==> src/hdl/tksd_pkg.sv <==
// Shared types and constants for the terminal key sequence decoder.
// Used by tksd_chunk, tksd_decode and terminal_key_sequence_decoder_top.
// No dependencies.
package tksd_pkg;

  localparam int unsigned HeadBytes = 4;
  localparam int unsigned LenW      = 3;  // decode length 1..5

  // Key codes carried on the key_code output field.
  localparam logic [4:0] KC_INCOMPLETE = 5'd0;
  localparam logic [4:0] KC_CHAR       = 5'd1;
  localparam logic [4:0] KC_ESC        = 5'd2;
  localparam logic [4:0] KC_ENTER      = 5'd3;
  localparam logic [4:0] KC_TAB        = 5'd4;
  localparam logic [4:0] KC_BACKSPACE  = 5'd5;
  localparam logic [4:0] KC_UP         = 5'd6;
  localparam logic [4:0] KC_DOWN       = 5'd7;
  localparam logic [4:0] KC_RIGHT      = 5'd8;
  localparam logic [4:0] KC_LEFT       = 5'd9;
  localparam logic [4:0] KC_HOME       = 5'd10;
  localparam logic [4:0] KC_END        = 5'd11;
  localparam logic [4:0] KC_INSERT     = 5'd12;
  localparam logic [4:0] KC_DELETE     = 5'd13;
  localparam logic [4:0] KC_PGUP       = 5'd14;
  localparam logic [4:0] KC_PGDN       = 5'd15;
  localparam logic [4:0] KC_F1         = 5'd16;
  localparam logic [4:0] KC_F2         = 5'd17;
  localparam logic [4:0] KC_F3         = 5'd18;
  localparam logic [4:0] KC_F4         = 5'd19;
  localparam logic [4:0] KC_F5         = 5'd20;
  localparam logic [4:0] KC_F6         = 5'd21;
  localparam logic [4:0] KC_F7         = 5'd22;
  localparam logic [4:0] KC_F8         = 5'd23;
  localparam logic [4:0] KC_F9         = 5'd24;
  localparam logic [4:0] KC_F10        = 5'd25;
  localparam logic [4:0] KC_F11        = 5'd26;
  localparam logic [4:0] KC_F12        = 5'd27;
  localparam logic [4:0] KC_LAST       = KC_F12;

  // Special byte values.
  localparam logic [7:0] ESC_BYTE   = 8'h1b;
  localparam logic [7:0] CR_BYTE    = 8'h0d;
  localparam logic [7:0] TAB_BYTE   = 8'h09;
  localparam logic [7:0] BS_BYTE    = 8'h08;
  localparam logic [7:0] DEL_BYTE   = 8'h7f;
  localparam logic [7:0] TILDE_BYTE = 8'h7e;
  localparam logic [7:0] CTRL_BIAS  = 8'h60;
  localparam logic [7:0] CTRL_LIMIT = 8'h20;

  // Chunk view handed from the chunk tracker to the decoder.
  typedef struct packed {
    logic [HeadBytes-1:0][7:0] head;   // first four bytes, zero past the end
    logic                      tilde4; // fifth byte was '~'
    logic [LenW-1:0]           len;    // effective length, capped at five
    logic                      last;   // this byte closes the chunk
  } chunk_t;

  // One decoded key event.
  typedef struct packed {
    logic       alt;
    logic       ctrl;
    logic [7:0] ch;
    logic [4:0] code;
  } key_evt_t;

endpackage

==> src/hdl/terminal_key_sequence_decoder_top.sv <==
// Top level of the terminal key sequence decoder.
// Depends on tksd_pkg, tksd_chunk and tksd_decode.
//
// Usage:
//   Raw terminal bytes enter on the slave stream, one byte per transaction,
//   with tlast marking the end of a read burst. Bytes are grouped into chunks;
//   a chunk closes on a byte with tlast set or on its CHUNK_BYTES-th byte.
//   Exactly one key event leaves on the master stream for each chunk, decoded
//   from at most the first five bytes; later bytes only count toward length.
//   Bytes that do not close a chunk produce no output transaction.
//
//   The event for a chunk's closing byte is valid on the master side in the
//   cycle after that byte is accepted. Throughput is one byte per cycle,
//   set by the single output register: a new byte is taken whenever the
//   output register is empty or is being drained in the same cycle. When
//   the receiver stalls, the pending event holds and the slave side
//   deasserts tready until it is taken.
//
//   Reset (rst_ni low, asynchronous) empties the output register and starts
//   a fresh chunk. The head byte store needs no clearing.
module terminal_key_sequence_decoder_top #(
  parameter int unsigned CHUNK_BYTES = 16
) (
  input  logic        clk_i,
  input  logic        rst_ni,
  // Slave stream: tdata[7:0] in_byte; tlast is burst_end.
  input  logic        s_axis_tvalid_i,
  output logic        s_axis_tready_o,
  input  logic [7:0]  s_axis_tdata_i,
  input  logic        s_axis_tlast_i,
  // Master stream: tdata[4:0] key_code, [12:5] char_value, [13] ctrl_mod,
  // [14] alt_mod, [15] zero.
  output logic        m_axis_tvalid_o,
  input  logic        m_axis_tready_i,
  output logic [15:0] m_axis_tdata_o
);
  import tksd_pkg::*;

  logic     s_accept;
  chunk_t   chunk;
  key_evt_t evt;
  logic     out_valid_q, out_valid_d;
  key_evt_t out_evt_q;

  // The output register can take a new event when it is empty or draining.
  assign s_axis_tready_o = !out_valid_q || m_axis_tready_i;
  assign s_accept        = s_axis_tvalid_i && s_axis_tready_o;

  tksd_chunk #(
    .CHUNK_BYTES(CHUNK_BYTES)
  ) u_chunk (
    .clk_i      (clk_i),
    .rst_ni     (rst_ni),
    .accept_i   (s_accept),
    .byte_i     (s_axis_tdata_i),
    .burst_end_i(s_axis_tlast_i),
    .chunk_o    (chunk)
  );

  tksd_decode u_decode (
    .chunk_i(chunk),
    .evt_o  (evt)
  );

  always_comb begin
    out_valid_d = out_valid_q;
    if (m_axis_tready_i) begin
      out_valid_d = 1'b0;
    end
    if (s_accept && chunk.last) begin
      out_valid_d = 1'b1;
    end
  end

  always_ff @(posedge clk_i or negedge rst_ni) begin
    if (!rst_ni) begin
      out_valid_q <= 1'b0;
    end else begin
      out_valid_q <= out_valid_d;
    end
  end

  // Event payload loads only when a chunk closes.
  always_ff @(posedge clk_i) begin
    if (s_accept && chunk.last) begin
      out_evt_q <= evt;
    end
  end

  assign m_axis_tvalid_o = out_valid_q;
  assign m_axis_tdata_o  = {1'b0, out_evt_q.alt, out_evt_q.ctrl, out_evt_q.ch,
                            out_evt_q.code};

  // A new event appears only after a chunk-closing byte was accepted.
  a_evt_from_close: assert property (@(posedge clk_i) disable iff (!rst_ni)
    $rose(out_valid_q) |-> $past(s_accept && chunk.last))
    else $error("output event without a closing byte");

  // A stalled event blocks input so it is never overwritten.
  a_stall_blocks: assert property (@(posedge clk_i) disable iff (!rst_ni)
    (out_valid_q && !m_axis_tready_i) |-> !s_axis_tready_o)
    else $error("input accepted over a stalled event");

  // Delivered key codes stay inside the defined set.
  a_code_range: assert property (@(posedge clk_i) disable iff (!rst_ni)
    out_valid_q |-> (out_evt_q.code <= KC_LAST))
    else $error("key code out of range");

  // Modifiers only accompany character events and never both at once.
  a_mod_char: assert property (@(posedge clk_i) disable iff (!rst_ni)
    (out_valid_q && (out_evt_q.ctrl || out_evt_q.alt)) |->
      (out_evt_q.code == KC_CHAR && !(out_evt_q.ctrl && out_evt_q.alt)))
    else $error("modifier on a non-character event");

endmodule

==> src/hdl/tksd_chunk.sv <==
// Chunk tracker: byte counter, head byte store and fifth-byte tilde flag.
// Depends on tksd_pkg.
module tksd_chunk #(
  parameter int unsigned CHUNK_BYTES = 16
) (
  input  logic            clk_i,
  input  logic            rst_ni,
  input  logic            accept_i,
  input  logic [7:0]      byte_i,
  input  logic            burst_end_i,
  output tksd_pkg::chunk_t chunk_o
);
  import tksd_pkg::*;

  localparam int unsigned CntW = $clog2(CHUNK_BYTES);

  logic [CntW-1:0]           count_q, count_d;
  logic                      tilde_q, tilde_d;
  logic [HeadBytes-1:0][7:0] head_q;
  logic                      at_fifth;
  logic                      in_head;

  assign at_fifth = (count_q == CntW'(4));
  assign in_head  = (count_q < CntW'(4));

  always_comb begin
    chunk_o.last = burst_end_i || (count_q == CntW'(CHUNK_BYTES - 1));
    for (int i = 0; i < HeadBytes; i++) begin
      if (CntW'(i) < count_q) begin
        chunk_o.head[i] = head_q[i];
      end else if (CntW'(i) == count_q) begin
        chunk_o.head[i] = byte_i;
      end else begin
        chunk_o.head[i] = 8'h00;
      end
    end
    chunk_o.tilde4 = at_fifth ? (byte_i == TILDE_BYTE) : tilde_q;
    chunk_o.len    = in_head ? (LenW'(count_q[1:0]) + LenW'(1)) : LenW'(5);
  end

  always_comb begin
    count_d = count_q;
    tilde_d = tilde_q;
    if (accept_i) begin
      if (chunk_o.last) begin
        count_d = '0;
        tilde_d = 1'b0;
      end else begin
        count_d = count_q + CntW'(1);
        if (at_fifth) begin
          tilde_d = (byte_i == TILDE_BYTE);
        end
      end
    end
  end

  always_ff @(posedge clk_i or negedge rst_ni) begin
    if (!rst_ni) begin
      count_q <= '0;
      tilde_q <= 1'b0;
    end else begin
      count_q <= count_d;
      tilde_q <= tilde_d;
    end
  end

  // Head bytes hold payload only; entries are read only once written.
  always_ff @(posedge clk_i) begin
    if (accept_i && !chunk_o.last && in_head) begin
      head_q[count_q[1:0]] <= byte_i;
    end
  end

endmodule

==> src/hdl/tksd_decode.sv <==
// Key decoder: turns the head of a chunk into one key event.
// Purely combinational. Depends on tksd_pkg.
module tksd_decode (
  input  tksd_pkg::chunk_t   chunk_i,
  output tksd_pkg::key_evt_t evt_o
);
  import tksd_pkg::*;

  logic [7:0]      b0, b1, b2, b3;
  logic [LenW-1:0] len;
  logic            full5;
  logic            matched;
  logic            incomplete;
  logic [4:0]      seq_code;

  assign b0    = chunk_i.head[0];
  assign b1    = chunk_i.head[1];
  assign b2    = chunk_i.head[2];
  assign b3    = chunk_i.head[3];
  assign len   = chunk_i.len;
  assign full5 = (len == LenW'(5)) && chunk_i.tilde4;

  // Escape sequence matcher. Incomplete means the sequence needs more bytes.
  always_comb begin
    matched    = 1'b0;
    incomplete = 1'b0;
    seq_code   = KC_INCOMPLETE;
    if (b1 == "[") begin
      if (len < LenW'(3)) begin
        incomplete = 1'b1;
      end else begin
        matched = 1'b1;
        case (b2)
          "A":     seq_code = KC_UP;
          "B":     seq_code = KC_DOWN;
          "C":     seq_code = KC_RIGHT;
          "D":     seq_code = KC_LEFT;
          "H":     seq_code = KC_HOME;
          "F":     seq_code = KC_END;
          default: matched  = 1'b0;
        endcase
        if (!matched && b2 >= "0" && b2 <= "9") begin
          if (len < LenW'(4)) begin
            incomplete = 1'b1;
          end else begin
            if (b3 == TILDE_BYTE) begin
              matched = 1'b1;
              case (b2)
                "1", "7": seq_code = KC_HOME;
                "4", "8": seq_code = KC_END;
                "2":      seq_code = KC_INSERT;
                "3":      seq_code = KC_DELETE;
                "5":      seq_code = KC_PGUP;
                "6":      seq_code = KC_PGDN;
                default:  matched  = 1'b0;
              endcase
            end
            if (!matched && full5 && b2 == "1") begin
              matched = 1'b1;
              case (b3)
                "5":     seq_code = KC_F5;
                "7":     seq_code = KC_F6;
                "8":     seq_code = KC_F7;
                "9":     seq_code = KC_F8;
                default: matched  = 1'b0;
              endcase
            end
            if (!matched && full5 && b2 == "2") begin
              matched = 1'b1;
              case (b3)
                "0":     seq_code = KC_F9;
                "1":     seq_code = KC_F10;
                "3":     seq_code = KC_F11;
                "4":     seq_code = KC_F12;
                default: matched  = 1'b0;
              endcase
            end
          end
        end
      end
    end else if (b1 == "O") begin
      if (len < LenW'(3)) begin
        incomplete = 1'b1;
      end else begin
        matched = 1'b1;
        case (b2)
          "P":     seq_code = KC_F1;
          "Q":     seq_code = KC_F2;
          "R":     seq_code = KC_F3;
          "S":     seq_code = KC_F4;
          default: matched  = 1'b0;
        endcase
      end
    end
  end

  always_comb begin
    evt_o = '0;
    if (b0 == ESC_BYTE) begin
      if (len == LenW'(1)) begin
        evt_o.code = KC_ESC;
      end else if (incomplete) begin
        evt_o.code = KC_INCOMPLETE;
      end else if (matched) begin
        evt_o.code = seq_code;
      end else begin
        // Unrecognized escape: treat it as Alt plus the second byte.
        evt_o.code = KC_CHAR;
        evt_o.ch   = b1;
        evt_o.alt  = 1'b1;
      end
    end else if (b0 == CR_BYTE) begin
      evt_o.code = KC_ENTER;
    end else if (b0 == TAB_BYTE) begin
      evt_o.code = KC_TAB;
    end else if (b0 == BS_BYTE || b0 == DEL_BYTE) begin
      evt_o.code = KC_BACKSPACE;
    end else if (b0 < CTRL_LIMIT) begin
      evt_o.code = KC_CHAR;
      evt_o.ch   = b0 + CTRL_BIAS;
      evt_o.ctrl = 1'b1;
    end else begin
      evt_o.code = KC_CHAR;
      evt_o.ch   = b0;
    end
  end

endmodule

==> config.mk <==
export PLATFORM = sky130hd
export DESIGN_NAME = terminal_key_sequence_decoder_top
export DESIGN_NICKNAME = d
export VERILOG_FILES = /design/src/hdl/tksd_pkg.sv /design/src/hdl/terminal_key_sequence_decoder_top.sv /design/src/hdl/tksd_chunk.sv /design/src/hdl/tksd_decode.sv
export SDC_FILE = /design/constraint.sdc
export NUM_CORES = 1
export LEC_CHECK = 0
export BUFFER_PORTS_ARGS = -buffer_cell sky130_fd_sc_hd__buf_2
export CAP_MARGIN = 10
export CORE_AREA = 2 2 95 97
export DETAILED_ROUTE_END_ITERATION = 6
export DIE_AREA = 0 0 97 99
export SLEW_MARGIN = 20
export SYNTH_ARGS = -nofsm -noshare
export SYNTH_HDL_FRONTEND = slang
export SYNTH_SLANG_ARGS = --single-unit
==> constraint.sdc <==
create_clock -name clk_i -period 8.25 [get_ports clk_i]
set_input_delay 0.4125 -clock clk_i [delete_from_list [all_inputs] [get_ports clk_i]]
set_output_delay 0.4125 -clock clk_i [all_outputs]
set_load 0.005 [all_outputs]
==> summary.md <==
| Metric | Value |
|---|---|
| Height of the die | `99 um` |
| Via count | `3210` |
| Top-Level Pins | `31` |
| Avg Cell Area, Syn | `about 10 um2` |
| Synth top area share | `~38%` |
| Tightest Hold Check Type | `in -> async` |
| Setup TNS | `0 ns` |
| CTS max path bufs | `2` |
| Slew @ Worst Pin | `a little over 1 ns` |
| CP cell instances | `or3_1 -> o2111ai_1 -> a2111oi_1 -> and2_2 -> o41ai_4 -> a221o_1` |
| Sequential share of power | `48.4%` |
| Met2 Track Usage GR | `32.4%` |
| Syn. warnings | `0` |
| Post-CTS setup buffer count | `0` |
| Sequential share of the synthesized area | `41.9%` |
| Met3 Use GR | `3.83%` |
| Top_reg_cell synth | `edfxtp_1` |
| NetSw | `237 uW` |
| Nets | `roughly 400` |
| Syn Inst Count | `about 380` |
| Hold WS | `0.433 ns` |
| Number of diodes | `0` |
| Drt first pass iters | `6` |
| Fmax | `0.296 GHz` |
| # setup viols final | `0` |
| CP required | `8.33 ns` |
| Vias in the first global route | `between 3000 and 4000` |
| Drt via density | `6.41` |
| Post-detail-place hpwl | `7020 um` |
| Synth-to-Final Area Change | `6.68%` |
| Asr flop ratio synth | `11.3%` |
| Cell with the most instances after synthesis | `edfxtp_1` |
| Final hold vios | `0` |
| Largest net degree at the start of global routing | `32` |
| Status | `completed` |
| FILL cells | `828` |
| Root buf cell | `clkbuf_8` |
| Lkg Pwr | `approximately 0.0014 uW` |
| Final WL | `10100 um` |
| First-pass GRT wire length | `16500 um` |
| Latest clock arrival within the worst-skew pair | `0.32 ns` |
| Yosys cell types | `74` |
| Tmin final | `between 3 and 4 ns` |
| Full die area | `0.00960 mm2` |
| Slowest cell on crit path | `dfrtp_1` |
| Cell area power density | `171 mW/mm2` |
| Slowest Stage Delay on Critical Path | `1.03 ns` |
| Comb pwr share | `28.5%` |
| Slew Limit Fails | `0` |
| Yosys reg bits | `53` |
| Routed WL per cell | `20.2 um` |
| Post-Syn Area | `0.00373 mm2` |
| Initial antenna violation count | `0` |
| DRC | `0` |
| Total GRT Usage | `a little over a fifth` |
| Final design utilization | `around 47%` |
| Htree depth | `2` |
| Critical path arrival | `3.46 ns` |
| Horiz. Die Dim | `97 um` |
| Cell Int Power | `441 uW` |
| Syn nets | `400` |
| Slew HR | `a little under a third` |
| GR peak layer | `met2` |
| Tcrit/Tclk final | `41.0%` |
| Clock skew | `0.0139 ns` |
| Row count | `34` |
| Sink Count | `53` |
| Post-synth EDFFs | `47` |
| Reg clk slew, reported paths | `0.11 ns` |
| CTS tree | `built` |
| Routed Antenna Nets | `0` |
| Initial drt markers | `304` |
| GRT met1 Usage | `30.8%` |
| Commonest cells post-synth | `edfxtp_1, nand2_1, nor2_1` |
| Worst vdd ir | `0.114 mV` |
| Worst Path Max Fanout | `31` |
| Type of the worst setup path | `reg -> reg` |
| GPL Wtd Cong | `0.894` |
| Num CTS Buffers | `5` |
| Sw frac | `34.9%` |
| Cell taking the most area after synthesis | `edfxtp_1` |
| Top post-synthesis cells by area | `edfxtp_1, dfrtp_1, mux2i_1` |
| Critical path startpoint category | `flip-flop` |
| RSZ-0062 raised after global routing | `no` |
| Initial Util | `43.6%` |
| MaxCap Viol Count | `0` |
| Share of cells above drive strength 1 | `roughly 15%` |
| CP endpoint kind | `flip-flop` |
| Core footprint | `0.00855 mm2` |
| Congestion Overflow GR | `0` |
| Clock power share | `23.1%` |
| Port Buffer Count | `29` |
-- cell usage in the layout (no fill, tap or decap), types with 4 or more instances in the layout --
cell | Yosys | final
clkbuf_8 | 0 | 5
o211ai_1 | 5 | 5
buf_2 | 8 | 29
nand4bb_1 | 4 | 4
or3_1 | 8 | 8
and3_1 | 17 | 17
nor3_1 | 13 | 13
dfrtp_1 | 6 | 6
nand4_1 | 6 | 6
ha_1 | 5 | 5
xor2_1 | 4 | 4
nand3_1 | 15 | 15
a31oi_1 | 5 | 5
edfxtp_1 | 47 | 47
o21ai_0 | 18 | 18
inv_1 | 7 | 7
nand2_1 | 29 | 29
a21oi_1 | 20 | 20
a221o_1 | 4 | 4
o21ai_1 | 5 | 5
nor2b_1 | 7 | 7
mux2i_1 | 12 | 12
a211oi_1 | 4 | 4
nand4b_1 | 4 | 4
nor2_1 | 26 | 26
o22ai_1 | 10 | 10
-- metal layers --
layer | up-vias | routed length [um]
met5 | - | 0
met4 | 0 | 285
met3 | 25 | 547
met2 | 123 | 4490
met1 | 1564 | 4810
li1 | 1498 | -
-- cell type report --
| type | count | area, um2 | share of cell area (%) |
|---|---|---|---|
| Inverter | 7 | 26.3 | 0.661 |
| Multi-Input combinational cell | 294 | 2000 | 50.2 |
| Sequential cell | 53 | 1560 | 39.3 |
| Tap cell | 108 | 135 | 3.40 |
| Clock buffer | 5 | 68.8 | 1.73 |
| Clock inverter | 3 | 26.3 | 0.661 |
| Timing Repair Buffer | 31 | 163 | 4.09 |
-- final timing paths --
path,cells after the start,slack [ns],start,endpoint
max in group asynchronous,2,7.66,rst_ni,m_axis_tvalid_o
hold reg to reg,2,0.53,u_chunk.tilde_q,u_chunk.tilde_q
hold / removal,2,0.43,rst_ni,u_chunk.count_q[1]
setup / recovery,6,4.87,u_chunk.count_q[2],m_axis_tdata_o[0]
setup reg to reg,6,4.87,u_chunk.count_q[2],m_axis_tdata_o[0]
min in group clk_i,3,0.47,m_axis_tready_i,m_axis_tvalid_o
-- through the flow --
stage / total power, uW / instance area (um2) / setup slack, ns / cells
6_report: 678 / 3980 / 4.87 / 501
5_1_grt: 719 / 3980 / 4.64 / 501
4_1_cts: 682 / 3970 / 4.70 / 501
3_5_place_dp: 524 / 3870 / 4.75 / 492
3_3_place_gp: 523 / 3870 / 4.92 / 492
2_1_floorplan: 475 / 3730 / 5.56 / 382
-- power groups by stage --
stage	Clock (uW)	Combinational, uW	Sequential (uW)
6_report	157	193	328
4_1_cts	163	191	328
3_3_place_gp	0	190	333
3_5_place_dp	0	190	334
2_1_floorplan	0	149	326
5_1_grt	176	213	331
-- critical path: cells and delay by family, from the launching register on --
| family | cells | cell delay (ns) |
|---|---|---|
| compound gates | 4 | 1.18 |
| flops | 1 | 1.03 |
| simple gates | 2 | 0.91 |
-- cell families after synthesis --
group                      share of synthesized area [%]
and+or+nand+nor                                     26.0
AOI/OAI and AO/OA                                   20.7
xor gates and xnor gates                            1.64
buffers and inverters                               4.70
adders and majority gates                           1.68
other                                              0.101
muxes                                               3.22
DFF                                                 41.9
-- sequential cells by signal, summed over array words and instances, names as in the netlist --
signal	flops
m_axis_tdata_o	15
m_axis_tvalid_o	1
u_chunk.count_q	4
u_chunk.head_q	32
u_chunk.tilde_q	1
-- what timing repair did --
item                       4_1_cts  5_1_grt
setup endpoints to repair        0        0
hold buffers                     1        0
resized for setup                0        0
hold endpoints to repair         6        0
(Power assumes the default switching activity.)
